File: src/rtl/pm_pkg.sv
// Shared types and constants for the polynomial multiplier.
// No dependencies; used by pm_ctrl, pm_datapath and polynomial_multiplier_top.
`default_nettype none

package pm_pkg;

    // Term limit per operand and derived widths
    localparam int MAX_TERMS = 32;
    localparam int IDX_W     = $clog2(MAX_TERMS);
    localparam int CNT_W     = $clog2(MAX_TERMS + 1);
    localparam int POW_W     = 6;
    localparam int COEF_W    = 32;

    // Operand select codes on the command field
    localparam logic CMD_LEFT  = 1'b0;
    localparam logic CMD_RIGHT = 1'b1;

    // Controller states
    typedef enum logic [2:0] {
        ST_IDLE,
        ST_INIT,
        ST_ISSUE,
        ST_DRAIN,
        ST_EMIT
    } pm_state_t;

    // Controller to datapath commands
    typedef struct packed {
        logic load;    // transfer of one input coefficient
        logic init_k;  // set up the pair range for the current power
        logic issue;   // read one term pair into the MAC pipeline
        logic emit;    // present the accumulated coefficient
        logic clear;   // drop both operands after the final coefficient
    } pm_cmd_t;

    // Datapath to controller status
    typedef struct packed {
        logic both_done;   // both operands complete
        logic last_pair;   // current issue is the last pair of this power
        logic pipe_empty;  // no pair in flight in the MAC pipeline
        logic k_last;      // current power is the highest one
    } pm_status_t;

endpackage

`default_nettype wire

File: src/rtl/pm_ctrl.sv
// Controller state machine for the polynomial multiplier.
// Depends on pm_pkg for the state type and the command and status structs.
`default_nettype none

module pm_ctrl (
    input  wire logic               clk,
    input  wire logic               rst_n,
    input  wire logic               start,
    output logic                    busy,
    input  wire pm_pkg::pm_status_t status,
    output pm_pkg::pm_cmd_t         cmd
);

    pm_pkg::pm_state_t state_reg;
    pm_pkg::pm_state_t state_next;

    // Hold the state
    always_ff @(posedge clk or negedge rst_n)
    begin
        if (!rst_n)
        begin
            state_reg <= pm_pkg::ST_IDLE;
        end
        else
        begin
            state_reg <= state_next;
        end
    end

    // Advance through the per-power MAC sequence
    always_comb
    begin
        state_next = state_reg;
        unique case (state_reg)
            pm_pkg::ST_IDLE:
            begin
                if (status.both_done)
                begin
                    state_next = pm_pkg::ST_INIT;
                end
            end
            pm_pkg::ST_INIT:
            begin
                state_next = pm_pkg::ST_ISSUE;
            end
            pm_pkg::ST_ISSUE:
            begin
                if (status.last_pair)
                begin
                    state_next = pm_pkg::ST_DRAIN;
                end
            end
            pm_pkg::ST_DRAIN:
            begin
                if (status.pipe_empty)
                begin
                    state_next = pm_pkg::ST_EMIT;
                end
            end
            pm_pkg::ST_EMIT:
            begin
                if (status.k_last)
                begin
                    state_next = pm_pkg::ST_IDLE;
                end
                else
                begin
                    state_next = pm_pkg::ST_INIT;
                end
            end
            default:
            begin
                state_next = pm_pkg::ST_IDLE;
            end
        endcase
    end

    // Drive commands and busy from the state
    always_comb
    begin
        busy        = (state_reg != pm_pkg::ST_IDLE) || status.both_done;
        cmd         = '0;
        cmd.load    = start && !busy;
        cmd.init_k  = (state_reg == pm_pkg::ST_INIT);
        cmd.issue   = (state_reg == pm_pkg::ST_ISSUE);
        cmd.emit    = (state_reg == pm_pkg::ST_EMIT);
        cmd.clear   = (state_reg == pm_pkg::ST_EMIT) && status.k_last;
    end

endmodule

`default_nettype wire

File: src/rtl/pm_datapath.sv
// Datapath of the polynomial multiplier: operand memories, counters,
// pipelined multiply-accumulate and result registers. Depends on pm_pkg.
`default_nettype none

module pm_datapath (
    input  wire logic                          clk,
    input  wire logic                          rst_n,
    input  wire pm_pkg::pm_cmd_t               cmd,
    output pm_pkg::pm_status_t                 status,
    input  wire logic                          command,
    input  wire logic [pm_pkg::COEF_W-1:0]     coeff_in,
    input  wire logic                          end_of_operand,
    output logic                               done,
    output logic [pm_pkg::POW_W-1:0]           power,
    output logic [pm_pkg::COEF_W-1:0]          coeff_out,
    output logic                               final_term,
    output logic                               truncated
);

    // Operand memories
    logic [pm_pkg::COEF_W-1:0] left_mem  [pm_pkg::MAX_TERMS];
    logic [pm_pkg::COEF_W-1:0] right_mem [pm_pkg::MAX_TERMS];

    // Operand bookkeeping
    logic [pm_pkg::CNT_W-1:0] lcount_reg, lcount_next;
    logic [pm_pkg::CNT_W-1:0] rcount_reg, rcount_next;
    logic                     lcomp_reg, lcomp_next;
    logic                     rcomp_reg, rcomp_next;
    logic                     ovf_reg, ovf_next;
    logic                     lwrite, rwrite;

    // Sequencing
    logic [pm_pkg::POW_W-1:0] k_reg;
    logic [pm_pkg::IDX_W-1:0] i_reg;
    logic [pm_pkg::IDX_W-1:0] i_hi_reg;
    logic [pm_pkg::IDX_W-1:0] i_lo;
    logic [pm_pkg::IDX_W-1:0] i_hi;
    logic [pm_pkg::IDX_W-1:0] j_idx;
    logic [pm_pkg::POW_W-1:0] kp1;
    logic [pm_pkg::POW_W-1:0] k_minus_i;
    logic [pm_pkg::POW_W:0]   k_plus2;
    logic [pm_pkg::POW_W:0]   count_sum;

    // MAC pipeline
    logic                        v1_reg, v2_reg;
    logic [pm_pkg::COEF_W-1:0]   ldata_reg, rdata_reg;
    logic [2*pm_pkg::COEF_W-1:0] mul_full;
    logic [pm_pkg::COEF_W-1:0]   prod_reg;
    logic [pm_pkg::COEF_W-1:0]   acc_reg;

    // Result registers
    logic                        done_reg;
    logic [pm_pkg::POW_W-1:0]    power_reg;
    logic [pm_pkg::COEF_W-1:0]   coeff_reg;
    logic                        final_reg;
    logic                        trunc_reg;

    // Take one coefficient: store below the limit, flag beyond it; clear empties both operands
    always_comb
    begin
        lcount_next = lcount_reg;
        rcount_next = rcount_reg;
        lcomp_next  = lcomp_reg;
        rcomp_next  = rcomp_reg;
        ovf_next    = ovf_reg;
        lwrite      = 1'b0;
        rwrite      = 1'b0;
        if (cmd.clear)
        begin
            lcount_next = '0;
            rcount_next = '0;
            lcomp_next  = 1'b0;
            rcomp_next  = 1'b0;
            ovf_next    = 1'b0;
        end
        else if (cmd.load)
        begin
            if (command == pm_pkg::CMD_RIGHT)
            begin
                if (!rcomp_reg)
                begin
                    if (rcount_reg < pm_pkg::CNT_W'(pm_pkg::MAX_TERMS))
                    begin
                        rwrite      = 1'b1;
                        rcount_next = rcount_reg + 1'b1;
                    end
                    else
                    begin
                        ovf_next = 1'b1;
                    end
                    rcomp_next = end_of_operand;
                end
            end
            else
            begin
                if (!lcomp_reg)
                begin
                    if (lcount_reg < pm_pkg::CNT_W'(pm_pkg::MAX_TERMS))
                    begin
                        lwrite      = 1'b1;
                        lcount_next = lcount_reg + 1'b1;
                    end
                    else
                    begin
                        ovf_next = 1'b1;
                    end
                    lcomp_next = end_of_operand;
                end
            end
        end
    end

    // Pair range for power k: max(0, k-lb+1) up to min(k, la-1)
    always_comb
    begin
        kp1       = k_reg + 1'b1;
        k_minus_i = k_reg - pm_pkg::POW_W'(i_reg);
        j_idx     = k_minus_i[pm_pkg::IDX_W-1:0];
        if (kp1 >= pm_pkg::POW_W'(rcount_reg))
        begin
            i_lo = pm_pkg::IDX_W'(kp1 - pm_pkg::POW_W'(rcount_reg));
        end
        else
        begin
            i_lo = '0;
        end
        if (k_reg < pm_pkg::POW_W'(lcount_reg))
        begin
            i_hi = k_reg[pm_pkg::IDX_W-1:0];
        end
        else
        begin
            i_hi = pm_pkg::IDX_W'(lcount_reg - 1'b1);
        end
        k_plus2   = {1'b0, k_reg} + (pm_pkg::POW_W+1)'(2);
        count_sum = (pm_pkg::POW_W+1)'(lcount_reg) + (pm_pkg::POW_W+1)'(rcount_reg);
    end

    assign mul_full = ldata_reg * rdata_reg;

    // Hold operand bookkeeping, sequencing and pipeline control
    always_ff @(posedge clk or negedge rst_n)
    begin
        if (!rst_n)
        begin
            lcount_reg <= '0;
            rcount_reg <= '0;
            lcomp_reg  <= 1'b0;
            rcomp_reg  <= 1'b0;
            ovf_reg    <= 1'b0;
            k_reg      <= '0;
            i_reg      <= '0;
            i_hi_reg   <= '0;
            v1_reg     <= 1'b0;
            v2_reg     <= 1'b0;
            done_reg   <= 1'b0;
        end
        else
        begin
            lcount_reg <= lcount_next;
            rcount_reg <= rcount_next;
            lcomp_reg  <= lcomp_next;
            rcomp_reg  <= rcomp_next;
            ovf_reg    <= ovf_next;
            v1_reg     <= cmd.issue;
            v2_reg     <= v1_reg;
            done_reg   <= cmd.emit;
            if (cmd.init_k)
            begin
                i_reg    <= i_lo;
                i_hi_reg <= i_hi;
            end
            else if (cmd.issue)
            begin
                i_reg <= i_reg + 1'b1;
            end
            if (cmd.clear)
            begin
                k_reg <= '0;
            end
            else if (cmd.emit)
            begin
                k_reg <= k_reg + 1'b1;
            end
        end
    end

    // Write and read the operand memories
    always_ff @(posedge clk)
    begin
        if (lwrite)
        begin
            left_mem[lcount_reg[pm_pkg::IDX_W-1:0]] <= coeff_in;
        end
        if (rwrite)
        begin
            right_mem[rcount_reg[pm_pkg::IDX_W-1:0]] <= coeff_in;
        end
        ldata_reg <= left_mem[i_reg];
        rdata_reg <= right_mem[j_idx];
    end

    // Multiply, accumulate modulo 2^32 and capture the result
    always_ff @(posedge clk)
    begin
        prod_reg <= mul_full[pm_pkg::COEF_W-1:0];
        if (cmd.init_k)
        begin
            acc_reg <= '0;
        end
        else if (v2_reg)
        begin
            acc_reg <= acc_reg + prod_reg;
        end
        if (cmd.emit)
        begin
            power_reg <= k_reg;
            coeff_reg <= acc_reg;
            final_reg <= (k_plus2 == count_sum);
            trunc_reg <= ovf_reg;
        end
    end

    always_comb
    begin
        status.both_done  = lcomp_reg && rcomp_reg;
        status.last_pair  = (i_reg == i_hi_reg);
        status.pipe_empty = !v1_reg && !v2_reg;
        status.k_last     = (k_plus2 == count_sum);
    end

    assign done       = done_reg;
    assign power      = power_reg;
    assign coeff_out  = coeff_reg;
    assign final_term = final_reg;
    assign truncated  = trunc_reg;

    // Issued pairs stay inside the range of the current power
    a_issue_in_range: assert property (@(posedge clk) disable iff (!rst_n)
        cmd.issue |-> (i_reg <= i_hi_reg))
        else $error("pair index past upper bound");

    // Counts never pass the term limit
    a_count_limit: assert property (@(posedge clk) disable iff (!rst_n)
        (lcount_reg <= pm_pkg::CNT_W'(pm_pkg::MAX_TERMS))
        && (rcount_reg <= pm_pkg::CNT_W'(pm_pkg::MAX_TERMS)))
        else $error("operand count past term limit");

    // A coefficient is emitted only after the MAC pipeline drained
    a_emit_drained: assert property (@(posedge clk) disable iff (!rst_n)
        cmd.emit |-> (!v1_reg && !v2_reg))
        else $error("emit with pairs in flight");

    // Results never come in adjacent cycles
    a_done_spaced: assert property (@(posedge clk) disable iff (!rst_n)
        done_reg |=> !done_reg)
        else $error("back-to-back result strobes");

    // No coefficient transfer while a product is being computed
    a_no_load_in_mac: assert property (@(posedge clk) disable iff (!rst_n)
        cmd.load |-> (!cmd.issue && !v1_reg && !v2_reg && !status.both_done))
        else $error("coefficient transfer during product");

endmodule

`default_nettype wire

File: src/rtl/polynomial_multiplier_top.sv
// Top level of the polynomial multiplier: joins pm_ctrl and pm_datapath.
// Depends on pm_pkg, pm_ctrl and pm_datapath.
//
// Channel   | Ports                                   | Transfer when
// ----------+-----------------------------------------+---------------------
// input     | command, coeff_in, end_of_operand       | start && !busy
// result    | power, coeff_out, final_term, truncated | done (one cycle)
//
// The transfer that completes the second operand starts the product; busy
// stays high until the final coefficient is emitted. Each product power k
// passes through setup, one issue per term pair, a drain of the read,
// multiply and accumulate registers, and emit, all on the single shared
// multiply-accumulate.
// Reset clears the counts and flags; the operand memories need no clearing.
// Results cannot be stalled: each is valid for the single cycle done is high.
`default_nettype none

module polynomial_multiplier_top (
    input  wire logic                      clk,
    input  wire logic                      rst_n,
    input  wire logic                      start,
    output logic                           busy,
    input  wire logic                      command,
    input  wire logic signed [31:0]        coeff_in,
    input  wire logic                      end_of_operand,
    output logic                           done,
    output logic [5:0]                     power,
    output logic signed [31:0]             coeff_out,
    output logic                           final_term,
    output logic                           truncated
);

    pm_pkg::pm_cmd_t           cmd;
    pm_pkg::pm_status_t        status;
    logic [pm_pkg::COEF_W-1:0] coeff_u;

    pm_ctrl u_ctrl (
        .clk    (clk),
        .rst_n  (rst_n),
        .start  (start),
        .busy   (busy),
        .status (status),
        .cmd    (cmd)
    );

    pm_datapath u_dp (
        .clk            (clk),
        .rst_n          (rst_n),
        .cmd            (cmd),
        .status         (status),
        .command        (command),
        .coeff_in       ($unsigned(coeff_in)),
        .end_of_operand (end_of_operand),
        .done           (done),
        .power          (power),
        .coeff_out      (coeff_u),
        .final_term     (final_term),
        .truncated      (truncated)
    );

    assign coeff_out = $signed(coeff_u);

endmodule

`default_nettype wire
File: config.mk
export PLATFORM = sky130hd
export DESIGN_NAME = polynomial_multiplier_top
export DESIGN_NICKNAME = d
export VERILOG_FILES = /design/src/rtl/pm_pkg.sv /design/src/rtl/pm_ctrl.sv /design/src/rtl/pm_datapath.sv /design/src/rtl/polynomial_multiplier_top.sv
export SDC_FILE = /design/constraint.sdc
export NUM_CORES = 2
export LEC_CHECK = 0
export ABC_AREA = 1
export BUFFER_PORTS_ARGS = -buffer_cell sky130_fd_sc_hd__buf_2
export CORE_UTILIZATION = 31
export DETAILED_ROUTE_END_ITERATION = 7
export PLACE_DENSITY = 0.45
export SLEW_MARGIN = 20
export SYNTH_ARGS = -nofsm -noshare
export SYNTH_HDL_FRONTEND = slang
export SYNTH_SLANG_ARGS = --single-unit
File: constraint.sdc
create_clock -name clk -period 6.4 [get_ports clk]
set_input_delay 1.6 -clock clk [delete_from_list [all_inputs] [get_ports clk]]
set_output_delay 1.6 -clock clk [all_outputs]
set_load 0.05 [all_outputs]
==> flow_metrics.env <==
export IMPL_cp_arrival_ps=7030
export IMPL_synth_cell_types=62
export IMPL_post_place_ws_ps=-156
export IMPL_m1WireLength_um=152000
export IMPL_synthToLayoutAreaGrowth_pct=16.5
export IMPL_port_buffers=78
export IMPL_ctsHtreeMaxLevel=5
export IMPL_grt_max_degree=146
export IMPL_slew_headroom=0.205
export IMPL_outcome="finished, final reports clean"
export IMPL_hold_class="flop to flop"
export IMPL_syn_avg_cell_area_um2=12.2
export IMPL_cts_buffers_inserted=262
export IMPL_combPwrFrac=0.010
export IMPL_p_total_mw=31.2
export IMPL_worst_hold_slack_ps=402
export IMPL_clock_skew_ps=110
export IMPL_start_kind="flop"
export IMPL_via_per_inst=5.07
export IMPL_synth_main_ff_cell="edfxtp_1"
export IMPL_worstSetupPathType="flop to flop"
export IMPL_hold_viol=0
export IMPL_async_reset_ff_frac=0.0164
export IMPL_grt_pass1_wl_um=484000
export IMPL_grt_overflow_total=0
export IMPL_wl_met3_um=15700
export IMPL_nNetsFinal=9488
export IMPL_clk_latency_ps=910
export IMPL_nFillCells=32500
export IMPL_cp_required_ps=7160
export IMPL_end_kind="flop"
export IMPL_dr_pass1_iters=5
export IMPL_ys_seq_elements=2253
export IMPL_die_h_um=585
export IMPL_tns_ps=0
export IMPL_drc=0
export IMPL_hold_depth=0
export IMPL_max_freq_mhz=159
export IMPL_synth_edf_count=2088
export IMPL_dp_cells=13100
export IMPL_power_density_nw_per_um2=254
export IMPL_dr_wl_met2_um=158000
export IMPL_grtUsageTotal=0.191
export IMPL_setup_ws_ps=125
export IMPL_hpwl_um=200000
export IMPL_syn_inst=8618
export IMPL_cap_violations=0
export IMPL_finalWeightedCongestion=0.844
export IMPL_finalMaxSlewViolations=0
export IMPL_fin_crit_sh=0.981
export IMPL_final_common_cell="edfxtp_1"
export IMPL_setup_viol=0
export IMPL_path_clk_slew_ps=60
export IMPL_routedWlPerCell_um=24.5
export IMPL_drt_wl_total_um=332000
export IMPL_top_layer_used="met5"
export IMPL_grt_setup_unrepaired="true"
export IMPL_tightest_slew_ps=1190
export IMPL_final_layout_size_suffix_gt1_frac=0.122
export IMPL_pwr_share_seq=0.515
export IMPL_netSwitchingFraction=0.206
export IMPL_start_util=0.312
export IMPL_synth_nets=9254
export IMPL_layout_common_cells="edfxtp_1 (2088), nand2_1 (959), nor2_1 (890)"
export IMPL_clock_power_share=0.475
export IMPL_clockBufferDepth=4
export IMPL_max_vdd_ir_drop_uv=228
export IMPL_cts_sinks=2253
export IMPL_min_period_ps=6280
export IMPL_drtIter0Drc=6392
export IMPL_switchingPower_mw=6.42
export IMPL_crit_path_max_fanout=16
export IMPL_p_leak_nw=44.8
export IMPL_layout_cells_non_filler=13600
export IMPL_grt_pass1_vias=69600
export IMPL_vias=68800
export IMPL_yosysWarnings=0
export IMPL_cts_root_buf="clkbuf_16"
export IMPL_dieArea_um2=342000
export IMPL_num_io_pins=79
export IMPL_p_int_mw=24.8
export IMPL_coreArea_um2=337000
export IMPL_cts_tree="done"
export IMPL_antenna_left=0
export IMPL_grt_antenna_before_repair=25
export IMPL_floorplan_rows=213
export IMPL_die_x_um=585
export IMPL_worstRegToRegCells=26
export IMPL_syn_area_um2=105000
export IMPL_yosysSeqAreaShare=0.629
## area by class of cell
type / count / area (um^2) / area share
flip-flops and latches: 2253 / 66200 / 0.540
multi-input cells: 4940 / 34600 / 0.282
clock buffers: 340 / 7110 / 0.0580
well taps: 4515 / 5650 / 0.0461
repair buffers: 499 / 4290 / 0.0350
inverters: 896 / 3400 / 0.0277
clock inverters: 126 / 1290 / 0.0105
diodes: 3 / 7.51 / 0.0000612
## Yosys cell counts (all sizes together) (37+ instances only)
cell type,n,area share
a21oi,126,0.0061
a31oi,105,0.0062
buf,177,0.0092
clkbuf,352,0.013
dfrtp,37,0.0088
dfxtp,128,0.024
edfxtp,2088,0.60
fa,412,0.078
ha,187,0.022
inv,893,0.032
mux2i,256,0.024
nand2,977,0.035
nand3,283,0.013
nor2,966,0.034
o21ai,885,0.042
o221ai,342,0.028
o22ai,162,0.0096
xor2,46,0.0038
## final timing paths
kind | slack (ps) | endpoint | start
max | 120 | u_dp.prod_reg[25]$_DFF_P_ | u_dp.rdata_reg[2]$_DFF_P_
min | 400 | u_dp.v2_reg$_DFF_PN0_ | u_dp.v1_reg$_DFF_PN0_
max reg2reg | 120 | u_dp.prod_reg[25]$_DFF_P_ | u_dp.rdata_reg[2]$_DFF_P_
min reg2reg | 400 | u_dp.v2_reg$_DFF_PN0_ | u_dp.v1_reg$_DFF_PN0_
max in group asynchronous | 4810 | u_dp.i_reg[0]$_DFFE_PN0P_ | rst_n
min in group asynchronous | 890 | u_dp.k_reg[5]$_DFFE_PN0P_ | rst_n
## layer usage
| layer | global-route usage | vias up |
|---|---|---|
| met5 | 0 | - |
| met2 | 0.320 | 1772 |
| li1 | - | 30900 |
| met4 | 0.0437 | 6 |
| met1 | 0.267 | 35700 |
| met3 | 0.0198 | 370 |
## worst max-delay path, stage by stage, from the launching register on
cell and delay, ps:
dfxtp_1 320, buf_12 150, buf_4 130, nand2_1 50, inv_1 50, fa_1 530, inv_1 50, fa_1 380
fa_1 530, fa_1 560, inv_1 50, fa_1 500, inv_1 50, fa_1 450, fa_1 480, fa_1 500
inv_1 60, ha_4 290, nand2_4 70, nor4_4 250, buf_4 160, nand4_1 80, nand3_2 130, buf_4 130
nand3_1 60, nand2_1 70, xor2_1 130
## repair_timing
item	in CTS	in global routing
gates resized for setup	48	139
cloned	0	1
pin swaps	28	96
setup buffers	12	14
setup endpoints to repair	12	16
hold buffers	0	0
## stage by stage
stage / cell area, um^2 / utilization
CTS: 122000 / 0.362
finish: 123000 / 0.364
detailed placement: 113000 / 0.336
global placement: 113000 / 0.336
global route: 123000 / 0.364
floorplan: 105000 / -
## kinds of logic (layout without fill, tap and decap cells)
group                      after synthesis  count (layout)  share of synthesized area
and+or+nand+nor                       2324            2324                     0.0888
DFF                                   2253            2253                      0.629
AOI/OAI and AO/OA                     1692            1692                     0.0980
buffers and inverters                 1425            1861                     0.0537
adders and majority gates              599             599                      0.101
muxes                                  256             256                     0.0243
xor gates and xnor gates                69              69                    0.00574
other                                    0               3                          0
## power by group through the flow
stage / Combinational (mW) / Sequential [mW] / Clock, mW
floorplan: 0.00113 / 16.4 / 0
global placement: 0.300 / 16.4 / 0
detailed placement: 0.311 / 16.4 / 0
CTS: 0.311 / 16.1 / 15.2
global route: 0.325 / 16.1 / 15.7
finish: 0.308 / 16.1 / 14.8
(Power assumes the default switching activity.)
